`config.mk`:
```
export PLATFORM = sky130hd
export DESIGN_NAME = mult_lagged_fib_mwc_rng
export DESIGN_NICKNAME = d
export VERILOG_FILES = /design/src/rtl/core/mlfr_pkg.sv /design/src/rtl/core/mult_lagged_fib_mwc_rng.sv /design/src/rtl/core/mlfr_front.sv /design/src/rtl/core/mlfr_queue.sv /design/src/rtl/core/mlfr_back.sv
export SDC_FILE = /design/constraint.sdc
export NUM_CORES = 2
export LEC_CHECK = 0
export BUFFER_PORTS_ARGS = -buffer_cell sky130_fd_sc_hd__clkbuf_2
export CAP_MARGIN = 25
export CORE_AREA = 2 2 427 323
export DETAILED_ROUTE_END_ITERATION = 10
export DIE_AREA = 0 0 429 325
export HOLD_SLACK_MARGIN = 0.03
export MAX_ROUTING_LAYER = met4
export PLACE_DENSITY = 0.58
export SYNTH_ARGS = -nofsm -noshare
export SYNTH_HDL_FRONTEND = slang
export SYNTH_SLANG_ARGS = --single-unit
```
`constraint.sdc`:
```
create_clock -name clock -period 13 [get_ports clock]
set_clock_uncertainty 0.05 [all_clocks]
set_input_delay 0.65 -clock clock [delete_from_list [all_inputs] [get_ports clock]]
set_output_delay 0.65 -clock clock [all_outputs]
set_load 0.02 [all_outputs]
```
`src/rtl/core/mlfr_pkg.sv`:
```
// ---------------------------------------------------------------------------
// Lagged Fibonacci / multiply-with-carry generator package
// Shared types and constants for the request front end, the operation queue
// and the generator back end.
// ---------------------------------------------------------------------------
`default_nettype none

package mlfr_pkg;

   localparam int WORD_W      = 32;
   localparam int INDEX_W     = 5;
   localparam int REQ_TDATA_W = 40;
   localparam int RSP_TDATA_W = 32;
   localparam int HALF_W      = 16;

   localparam int INDEX_LSB = 0;
   localparam int VALUE_LSB = INDEX_LSB + INDEX_W;

   localparam int QUEUE_DEPTH = 2;
   localparam int QUEUE_AW    = $clog2(QUEUE_DEPTH);
   localparam int QUEUE_CW    = $clog2(QUEUE_DEPTH + 1);

   localparam logic [WORD_W-1:0] MWC_MULT    = 32'd30903;
   localparam logic [WORD_W-1:0] CARRY_RESET = 32'd15;
   localparam logic [WORD_W-1:0] ODD_BIT     = 32'h0000_0001;

   typedef enum logic {
      KIND_LOAD = 1'b0,
      KIND_DRAW = 1'b1
   } kind_type;

   typedef struct packed {
      logic                draw;
      logic                write_ok;
      logic [INDEX_W-1:0]  index;
      logic [WORD_W-1:0]   value;
   } op_type;

endpackage

`default_nettype wire

```
`src/rtl/core/mult_lagged_fib_mwc_rng.sv`:
```
// ---------------------------------------------------------------------------
// Multiplicative lagged Fibonacci plus multiply-with-carry generator
// Top level: request front end, operation queue and generator back end.
// ---------------------------------------------------------------------------
// The block takes one request per clock while the queue has room and the
// result side does not stall draws, and returns one random word per draw
// through the operation queue and the result register. Load requests write
// one ring word (forced odd) if its index lies in the ring and restart the lag
// pointers and the carry register; they produce no result. Every ring word
// must be loaded before the first draw. The rate of one word per cycle is set
// by the single 32-bit multiply of the two operand registers, which are refetched
// from the ring memory every cycle with forwarding of the word just written.
`default_nettype none

module mult_lagged_fib_mwc_rng #(
   parameter int LONG_LAG  = 17,
   parameter int SHORT_LAG = 5
) (
   input  wire logic                              clock,
   input  wire logic                              reset,
   input  wire logic                              req_tvalid,
   output logic                                   req_tready,
   // Fields from bit 0: word_index (5 bits), word_value (32 bits), zero pad.
   input  wire logic [mlfr_pkg::REQ_TDATA_W-1:0]  req_tdata,
   // Fields from bit 0: kind (1 bit).
   input  wire logic                              req_tuser,
   output logic                                   rsp_tvalid,
   input  wire logic                              rsp_tready,
   // Fields from bit 0: random_word (32 bits).
   output logic [mlfr_pkg::RSP_TDATA_W-1:0]       rsp_tdata
);
   import mlfr_pkg::*;

   logic   push_valid, push_ready, pop_valid, pop_ready;
   op_type push_op, pop_op;

   mlfr_front #(
      .LONG_LAG(LONG_LAG)
   ) u_front (
      .req_tvalid (req_tvalid),
      .req_tready (req_tready),
      .req_tdata  (req_tdata),
      .req_tuser  (req_tuser),
      .push_valid (push_valid),
      .push_op    (push_op),
      .push_ready (push_ready)
   );

   mlfr_queue u_queue (
      .clock      (clock),
      .reset      (reset),
      .push_valid (push_valid),
      .push_op    (push_op),
      .push_ready (push_ready),
      .pop_valid  (pop_valid),
      .pop_op     (pop_op),
      .pop_ready  (pop_ready)
   );

   mlfr_back #(
      .LONG_LAG  (LONG_LAG),
      .SHORT_LAG (SHORT_LAG)
   ) u_back (
      .clock      (clock),
      .reset      (reset),
      .op_valid   (pop_valid),
      .op         (pop_op),
      .op_pop     (pop_ready),
      .rsp_tvalid (rsp_tvalid),
      .rsp_tready (rsp_tready),
      .rsp_tdata  (rsp_tdata)
   );

endmodule

`default_nettype wire

```
`src/rtl/core/mlfr_front.sv`:
```
// ---------------------------------------------------------------------------
// Request front end
// Accepts requests, decodes the kind and checks the ring index of a load,
// forces seed words odd and hands the decoded operation to the queue.
// ---------------------------------------------------------------------------
`default_nettype none

module mlfr_front #(
   parameter int LONG_LAG = 17
) (
   input  wire logic                            req_tvalid,
   output logic                                 req_tready,
   input  wire logic [mlfr_pkg::REQ_TDATA_W-1:0] req_tdata,
   input  wire logic                            req_tuser,
   output logic                                 push_valid,
   output mlfr_pkg::op_type                     push_op,
   input  wire logic                            push_ready
);
   import mlfr_pkg::*;

   logic [INDEX_W-1:0] index;
   logic [WORD_W-1:0]  value;

   assign index = req_tdata[VALUE_LSB-1:INDEX_LSB];
   assign value = req_tdata[VALUE_LSB+WORD_W-1:VALUE_LSB];

   assign req_tready = push_ready;
   assign push_valid = req_tvalid;

   always_comb begin
      push_op.draw     = (kind_type'(req_tuser) == KIND_DRAW);
      push_op.write_ok = (32'(index) < 32'(LONG_LAG));
      push_op.index    = index;
      push_op.value    = value | ODD_BIT;
   end

endmodule

`default_nettype wire

```
`src/rtl/core/mlfr_queue.sv`:
```
// ---------------------------------------------------------------------------
// Operation queue
// A short first-in first-out buffer of decoded operations between the
// front end and the generator back end.
// ---------------------------------------------------------------------------
`default_nettype none

module mlfr_queue (
   input  wire logic             clock,
   input  wire logic             reset,
   input  wire logic             push_valid,
   input  wire mlfr_pkg::op_type push_op,
   output logic                  push_ready,
   output logic                  pop_valid,
   output mlfr_pkg::op_type      pop_op,
   input  wire logic             pop_ready
);
   import mlfr_pkg::*;

   op_type                entries_ff [QUEUE_DEPTH];
   logic [QUEUE_AW-1:0]   rd_ptr_ff, rd_ptr_in;
   logic [QUEUE_AW-1:0]   wr_ptr_ff, wr_ptr_in;
   logic [QUEUE_CW-1:0]   count_ff, count_in;
   logic                  do_push, do_pop;

   function automatic logic [QUEUE_AW-1:0] next_ptr(input logic [QUEUE_AW-1:0] p);
      return (p == QUEUE_AW'(QUEUE_DEPTH - 1)) ? '0 : p + 1'b1;
   endfunction

   assign push_ready = (count_ff != QUEUE_CW'(QUEUE_DEPTH));
   assign pop_valid  = (count_ff != '0);
   assign pop_op     = entries_ff[rd_ptr_ff];
   assign do_push    = push_valid && push_ready;
   assign do_pop     = pop_valid && pop_ready;

   always_comb begin
      rd_ptr_in = do_pop  ? next_ptr(rd_ptr_ff) : rd_ptr_ff;
      wr_ptr_in = do_push ? next_ptr(wr_ptr_ff) : wr_ptr_ff;
      count_in  = count_ff;
      if (do_push && !do_pop) begin
         count_in = count_ff + 1'b1;
      end else if (do_pop && !do_push) begin
         count_in = count_ff - 1'b1;
      end
   end

   always_ff @(posedge clock) begin
      if (reset) begin
         rd_ptr_ff <= '0;
         wr_ptr_ff <= '0;
         count_ff  <= '0;
      end else begin
         rd_ptr_ff <= rd_ptr_in;
         wr_ptr_ff <= wr_ptr_in;
         count_ff  <= count_in;
      end
   end

   always_ff @(posedge clock) begin
      if (do_push) begin
         entries_ff[wr_ptr_ff] <= push_op;
      end
   end

endmodule

`default_nettype wire

```
`src/rtl/core/mlfr_back.sv`:
```
// ---------------------------------------------------------------------------
// Generator back end
// Holds the lag ring, the two lag pointers and the multiply-with-carry
// register, executes load and draw operations and drives the result register.
// ---------------------------------------------------------------------------
`default_nettype none

module mlfr_back #(
   parameter int LONG_LAG  = 17,
   parameter int SHORT_LAG = 5
) (
   input  wire logic                             clock,
   input  wire logic                             reset,
   input  wire logic                             op_valid,
   input  wire mlfr_pkg::op_type                 op,
   output logic                                  op_pop,
   output logic                                  rsp_tvalid,
   input  wire logic                             rsp_tready,
   output logic [mlfr_pkg::RSP_TDATA_W-1:0]      rsp_tdata
);
   import mlfr_pkg::*;

   localparam int PTR_W = $clog2(LONG_LAG);
   localparam logic [PTR_W-1:0] LONG_START  = PTR_W'(LONG_LAG - 1);
   localparam logic [PTR_W-1:0] SHORT_START = PTR_W'((SHORT_LAG - 1) % LONG_LAG);

   logic [WORD_W-1:0] ring_mem [LONG_LAG];

   logic [PTR_W-1:0]  long_ptr_ff, long_ptr_in;
   logic [PTR_W-1:0]  short_ptr_ff, short_ptr_in;
   logic [WORD_W-1:0] carry_ff, carry_in;
   logic [WORD_W-1:0] oper_long_ff, oper_short_ff;
   logic              rsp_valid_ff;
   logic [WORD_W-1:0] rsp_data_ff;

   logic              go_draw, go_load;
   logic [WORD_W-1:0] product, mwc_next, carry_low, carry_high, index_ext;
   logic              wr_en;
   logic [PTR_W-1:0]  wr_addr;
   logic [WORD_W-1:0] wr_data;

   function automatic logic [PTR_W-1:0] step_down(input logic [PTR_W-1:0] p);
      return (p == '0) ? LONG_START : p - 1'b1;
   endfunction

   assign go_draw = op_valid && op.draw && (!rsp_valid_ff || rsp_tready);
   assign go_load = op_valid && !op.draw;
   assign op_pop  = go_draw || go_load;

   assign product    = oper_long_ff * oper_short_ff;
   assign carry_low  = {{(WORD_W-HALF_W){1'b0}}, carry_ff[HALF_W-1:0]};
   assign carry_high = {{(WORD_W-HALF_W){1'b0}}, carry_ff[WORD_W-1:HALF_W]};
   assign mwc_next   = carry_low * MWC_MULT + carry_high;
   assign index_ext  = 32'(op.index);

   always_comb begin
      wr_en   = go_draw || (go_load && op.write_ok);
      wr_addr = go_draw ? long_ptr_ff : index_ext[PTR_W-1:0];
      wr_data = go_draw ? product : op.value;

      long_ptr_in  = long_ptr_ff;
      short_ptr_in = short_ptr_ff;
      carry_in     = carry_ff;
      if (go_load) begin
         long_ptr_in  = LONG_START;
         short_ptr_in = SHORT_START;
         carry_in     = CARRY_RESET;
      end else if (go_draw) begin
         long_ptr_in  = step_down(long_ptr_ff);
         short_ptr_in = step_down(short_ptr_ff);
         carry_in     = mwc_next;
      end
   end

   always_ff @(posedge clock) begin
      if (reset) begin
         long_ptr_ff  <= LONG_START;
         short_ptr_ff <= SHORT_START;
         carry_ff     <= CARRY_RESET;
         rsp_valid_ff <= 1'b0;
      end else begin
         long_ptr_ff  <= long_ptr_in;
         short_ptr_ff <= short_ptr_in;
         carry_ff     <= carry_in;
         if (go_draw) begin
            rsp_valid_ff <= 1'b1;
         end else if (rsp_tready) begin
            rsp_valid_ff <= 1'b0;
         end
      end
   end

   always_ff @(posedge clock) begin
      if (go_draw) begin
         rsp_data_ff <= product + mwc_next;
      end
   end

   // The operand registers always track the ring words under the next pointers,
   // taking the word being written in the same cycle when the addresses match.
   always_ff @(posedge clock) begin
      if (wr_en) begin
         ring_mem[wr_addr] <= wr_data;
      end
      oper_long_ff  <= (wr_en && wr_addr == long_ptr_in)  ? wr_data : ring_mem[long_ptr_in];
      oper_short_ff <= (wr_en && wr_addr == short_ptr_in) ? wr_data : ring_mem[short_ptr_in];
   end

   assign rsp_tvalid = rsp_valid_ff;
   assign rsp_tdata  = rsp_data_ff;

endmodule

`default_nettype wire

```
---- Word level (Yosys, flattened, before mapping) ----
Memories as Yosys holds them, arrays and structs flattened. A register that Yosys moved wholly into a read port is not among the register bits.
Cells that the tools add are included.
storage, ports and cells
  memories kept ........................... 2
  output and inout bits ................... 34
  memory bits (writable) .................. 620
  bits in registers ....................... 79
memories
  memory              depth  bits a word  read ports  clocked after memory_dff  write ports  RTL line          source
  u_back.ring_mem     17     32           2           2                         1            mlfr_back.sv:27   logic [WORD_W-1:0] ring_mem [LONG_LAG];
  u_queue.entries_ff  2      38           1           1                         1            mlfr_queue.sv:20  op_type entries_ff [QUEUE_DEPTH];
cells by class
  $add $sub $neg .......................... 8
  multipliers ............................. 2
  magnitude comparators ................... 1
  equal/unequal tests ..................... 1
  reduce and logical (&&, ||, !) cells .... 21
  multiplexer cells ....................... 20
operators by type and width
  operator                                                                count
  5-bit two-way mux                                                       7
  32-bit by 16-bit adder with 32-bit output                               1
  32-bit adder                                                            1
  32-bit by 32-bit multiplier with 32-bit output                          1
  32-bit two-way mux                                                      1
  16-bit by 15-bit multiplier with 31-bit output (second input constant)  1
  5-bit zero test                                                         2
  1-bit two-way mux                                                       10
  5-bit by 1-bit subtractor with 5-bit output (second input constant)     2
  1-bit logical AND                                                       8
  2-bit nonzero test                                                      3
  5-bit < comparator (second input constant)                              1
  1-bit zero test                                                         4
  2-bit two-way mux                                                       2
  1-bit logical OR                                                        3
  1-bit adder (second input constant)                                     2
  2-bit by 1-bit adder with 2-bit output (second input constant)          1
  2-bit inequality test (second input constant)                           1
  2-bit OR reduction                                                      1
  2-bit by 1-bit subtractor with 2-bit output (second input constant)     1

---- Logic depth before layout (Yosys ltp) ----
  depth in word-level cells ............... 8
  depth in mapped cells ................... 48
  gate-level depth less buffers ........... 43

---- Hierarchy ----
Synthesis repeated with hierarchy kept, for this count alone.
unflattened totals
  cell total of the unflattened synthesis .. 4281
  area, all modules ....................... 54103.1 um^2
modules (own cells, without submodules)
  module      cells an instance  area each (um^2)  times used
  mlfr_back   4094               50749.9           1
  mlfr_queue  145                3032.9            1
  mlfr_front  42                 320.3             1

---- Worst setup path after synthesis ----
No wires, ideal clock.
  path kind ............................... register -> register
  start ................................... reg with a tool-made name
  end ..................................... reg u_back.rsp_data_ff[29], in the netlist u_back.rsp_tdata[29], data pin
  stages on the path, launching flop included .. 46
  slack ................................... 3.021 ns
  buffers on the path ..................... 6
  clock period less this slack ............ 9.979 ns
  arrival time ............................ 9.671 ns
  required time ........................... 12.691 ns
  setup time .............................. 0.259 ns
  cells stage by stage .................... dfxtp_1 -> buf_6 -> buf_12 -> buf_6 -> buf_6 -> mux4_2 -> mux2i_1 -> a21oi_1 -> o21ai_1 -> clkbuf_1 -> nor2_1 -> fa_1 -> inv_1 -> fa_1 -> inv_1 -> fa_1 -> inv_1 -> fa_1 -> [10 not listed] -> nor2b_1 -> nor3_1 -> o31ai_1 -> a21oi_1 -> o21ai_0 -> o41ai_1 -> xnor2_1 -> ha_1 -> a21o_1 -> a21oi_1 -> nand2_1 -> a221oi_1 -> o21ai_0 -> o21a_1 -> o21a_1 -> o21ai_0 -> nor2b_1 -> xnor2_1
RTL lines
  what                  RTL line         source
  end signal, assigned  mlfr_back.sv:95  rsp_data_ff <= product + mwc_next;
  end, declared         mlfr_back.sv:34  logic [WORD_W-1:0] rsp_data_ff;

==> impl_metrics.csv <==
group,metric,value,unit
clock_tree,cts.sinks,710,
layout,final_cell_mix,"652 x edfxtp_1, 644 x inv_1, 496 x fa_1",
sta,post-route-period-util,92.2,%
clock_tree,numCtsBuffers,75,
worst_setup_path,cp.required,13.30,ns
layout,nFillCells,12400,
placement,gp_congestion,0.945,
hold_path,hold_start,"req_tdata[32]",
sta,layout_min_cycle_time,11.98,ns
drt,wl,165000,um
clock_tree,clk_latency,0.65,ns
logic_synthesis,async_reset_ff_share,0,%
worst_setup_path,r2r_slack,1.02,ns
sta,tightest_slew,1.26,ns
floorplan,dieArea,139000,um2
logic_synthesis,yosysTopAreaCellShare,36.3,%
worst_setup_path,cpPeakStageDelay,0.95,ns
worst_setup_path,arrival,12.28,ns
clock_tree,postCtsSetupBuffers,0,
logic_synthesis,postSynthCellCount,4310,
clock_tree,htree_num_levels,3,
layout,final_common_cell,"edfxtp_1",
drt,vias_per_cell,5.68,
worst_setup_path,endpoint_kind,"register",
logic_synthesis,yosysTopAreaCell,"edfxtp_1",
logic_synthesis,yosysSeqAreaShare,38.5,%
hold_path,min_to,"u_queue.entries_ff[0][26]",
sta,rsz0062_at_grt,"false",
sta,maxSlewViolCount,0,
drt,detailroute.via_count,35700,
clock_tree,cts_tree,"done",
run_status,status,"finished clean",
layout,area_growth,10.6,%
logic_synthesis,synth_fp_nets,5139,
flow_run,cap_violations,0,
logic_synthesis,synth_area_per_cell,12.5,um2
clock_tree,cts_root_buffer,"clkbuf_16",
placement,dp_slack,1.33,ns
grt,grt_use_total,24.2,%
hold_path,holdPathStages,1,
grt,grt_pass1_vias,35500,
floorplan,initial_core_util,39.9,%
worst_setup_path,crit_fanout,22,
layout,layout-drive-gt1-share,14.7,%
logic_synthesis,yosys_warnings,0,
floorplan,ios,79,
grt,grt_pass1_wl,241000,um
sta,tns,0,ns
floorplan,row_count,117,
clock_tree,path_clk_slew,0.06,ns
drt,wire_per_inst,26.2,um
worst_setup_path,critPathKind,"reg -> reg",
worst_setup_path,crit_slowest_cell,"a221o_1",
sta,relSlewSlack,16.1,%
grt,grt_max_degree,71,
placement,hpwl,121000,um
clock_tree,post_cts_resized,0,
floorplan,fp.dieH,325,um
grt,antenna_found_initial,5,
drt,drc_errors,0,
layout,nets,5276,
drt,drtIter0Drc,3991,
logic_synthesis,netlist_area,53900,um2
sta,setup_viol,0,
logic_synthesis,ys_top_cells_by_area,"edfxtp_1 36%, fa_1 18%, mux4_2 8.5%",
sta,final-hold-violation-count,0,
grt,grt_overflow,0,
worst_setup_path,cp-start-kind,"register",
clock_tree,cts_hold_buf,0,
clock_tree,cts_buffer_depth,3,
sta,fmax,83.5,MHz
placement,port_buffers,74,
logic_synthesis,synth_seq_cells,710,
floorplan,core,135000,um2
floorplan,die_w,429,um
drt,dr.pass1.iters,5,
logic_synthesis,synthDistinctLibCells,83,
logic_synthesis,synthFlopType,"edfxtp_1",
logic_synthesis,synth_edf_count,652,
worst_setup_path,r2r-end,"u_back.rsp_tdata[30]",
worst_setup_path,reg2reg_depth,42,
drt,ant_nets,0,
hold_path,hold_path.class,"in -> reg",
sta,fin_ws,1.02,ns
## layer usage
| metal | part of all wire, % | GRT usage, % | vias up |
|---|---|---|---|
| met5 | 0 | - | - |
| met4 | 2.1 | 4.85 | 0 |
| met3 | 11 | 6.23 | 219 |
| met2 | 42 | 34.2 | 1785 |
| met1 | 44 | 35.3 | 18500 |
| li1 | - | - | 15300 |
## metrics by stage
stage,cells,instance area (um2),hold slack (ns),utilization (%)
2_1_floorplan,4310,53900,0.386,-
3_3_place_gp,6139,56900,0.404,42.1
3_5_place_dp,6149,57000,0.414,42.2
4_1_cts,6285,59600,0.110,44.1
5_1_grt,6292,59600,0.129,44.1
6_report,6293,59600,0.142,44.1
## flip-flops by register name, summed over array words and instances, names as in the netlist, named ones only
register,cells
u_back.rsp_tvalid,1
u_queue.count_ff,2
u_back.ring_mem,544
u_back.carry_ff,32
u_back.rsp_tdata,32
u_back.long_ptr_ff,5
u_queue.wr_ptr_ff,1
u_queue.rd_ptr_ff,1
u_queue.entries_ff,76
u_back.short_ptr_ff,5
## cell usage after synthesis (14+ instances only)
| master | instances |
|---|---|
| a211oi_1 | 16 |
| a21o_1 | 48 |
| a21oi_1 | 118 |
| a221oi_1 | 17 |
| and2_1 | 22 |
| and3_1 | 15 |
| buf_2 | 35 |
| buf_4 | 16 |
| buf_6 | 21 |
| clkbuf_1 | 101 |
| dfxtp_1 | 58 |
| edfxtp_1 | 652 |
| fa_1 | 496 |
| ha_1 | 288 |
| inv_1 | 645 |
| mux2i_1 | 112 |
| mux4_1 | 52 |
| mux4_2 | 204 |
| nand2_1 | 366 |
| nand2b_1 | 59 |
| nand3_1 | 28 |
| nor2_1 | 339 |
| nor2b_1 | 35 |
| nor3_1 | 32 |
| o211ai_1 | 14 |
| o21a_1 | 25 |
| o21ai_0 | 89 |
| o21bai_1 | 16 |
| o22ai_1 | 44 |
| or2_2 | 15 |
| xnor2_1 | 119 |
| xor2_1 | 46 |
## worst max-delay path, delay by kind of cell, from the launching register on
kind,cells,cell delay (ns)
AO/OA/AOI/OAI,16,3.88
AND/OR/NAND/NOR,8,1.55
flip-flops,1,0.74
buffers and inverters,7,0.60
XOR/XNOR,1,0.60
adder cells (fa/ha/maj),10,4.20
## area by class of cell
cell class / instances / area, um2 / area share (%)
antenna: 2 / 5.00 / 0.00839
clock inverter: 53 / 646 / 1.08
inverter: 647 / 2430 / 4.08
clock buffer: 83 / 1930 / 3.23
tap: 1785 / 2230 / 3.75
sequential: 710 / 20800 / 34.8
multi-input combinational: 2759 / 29800 / 50.0
timing repair buffer: 254 / 1820 / 3.05
## cells by family after synthesis
group	synth area share (%)
muxes	13.3
DFF	38.5
xor gates and xnor gates	2.84
adders and majority gates	25.1
buffers and inverters	6.65
AOI/OAI and AO/OA	5.86
and+or+nand+nor	7.73
## worst max-delay path by stage
stage               startpoint              endpoint
floorplan             register  u_back.rsp_tdata[29]
global placement      register  u_back.rsp_tdata[30]
detailed placement    register  u_back.rsp_tdata[30]
CTS                   register  u_back.rsp_tdata[30]
global route          register  u_back.rsp_tdata[30]
finish                register  u_back.rsp_tdata[30]
Power is left out: the tool's default activity adds up to more than one toggle a clock period on the data nets, which glitch-free logic cannot reach.
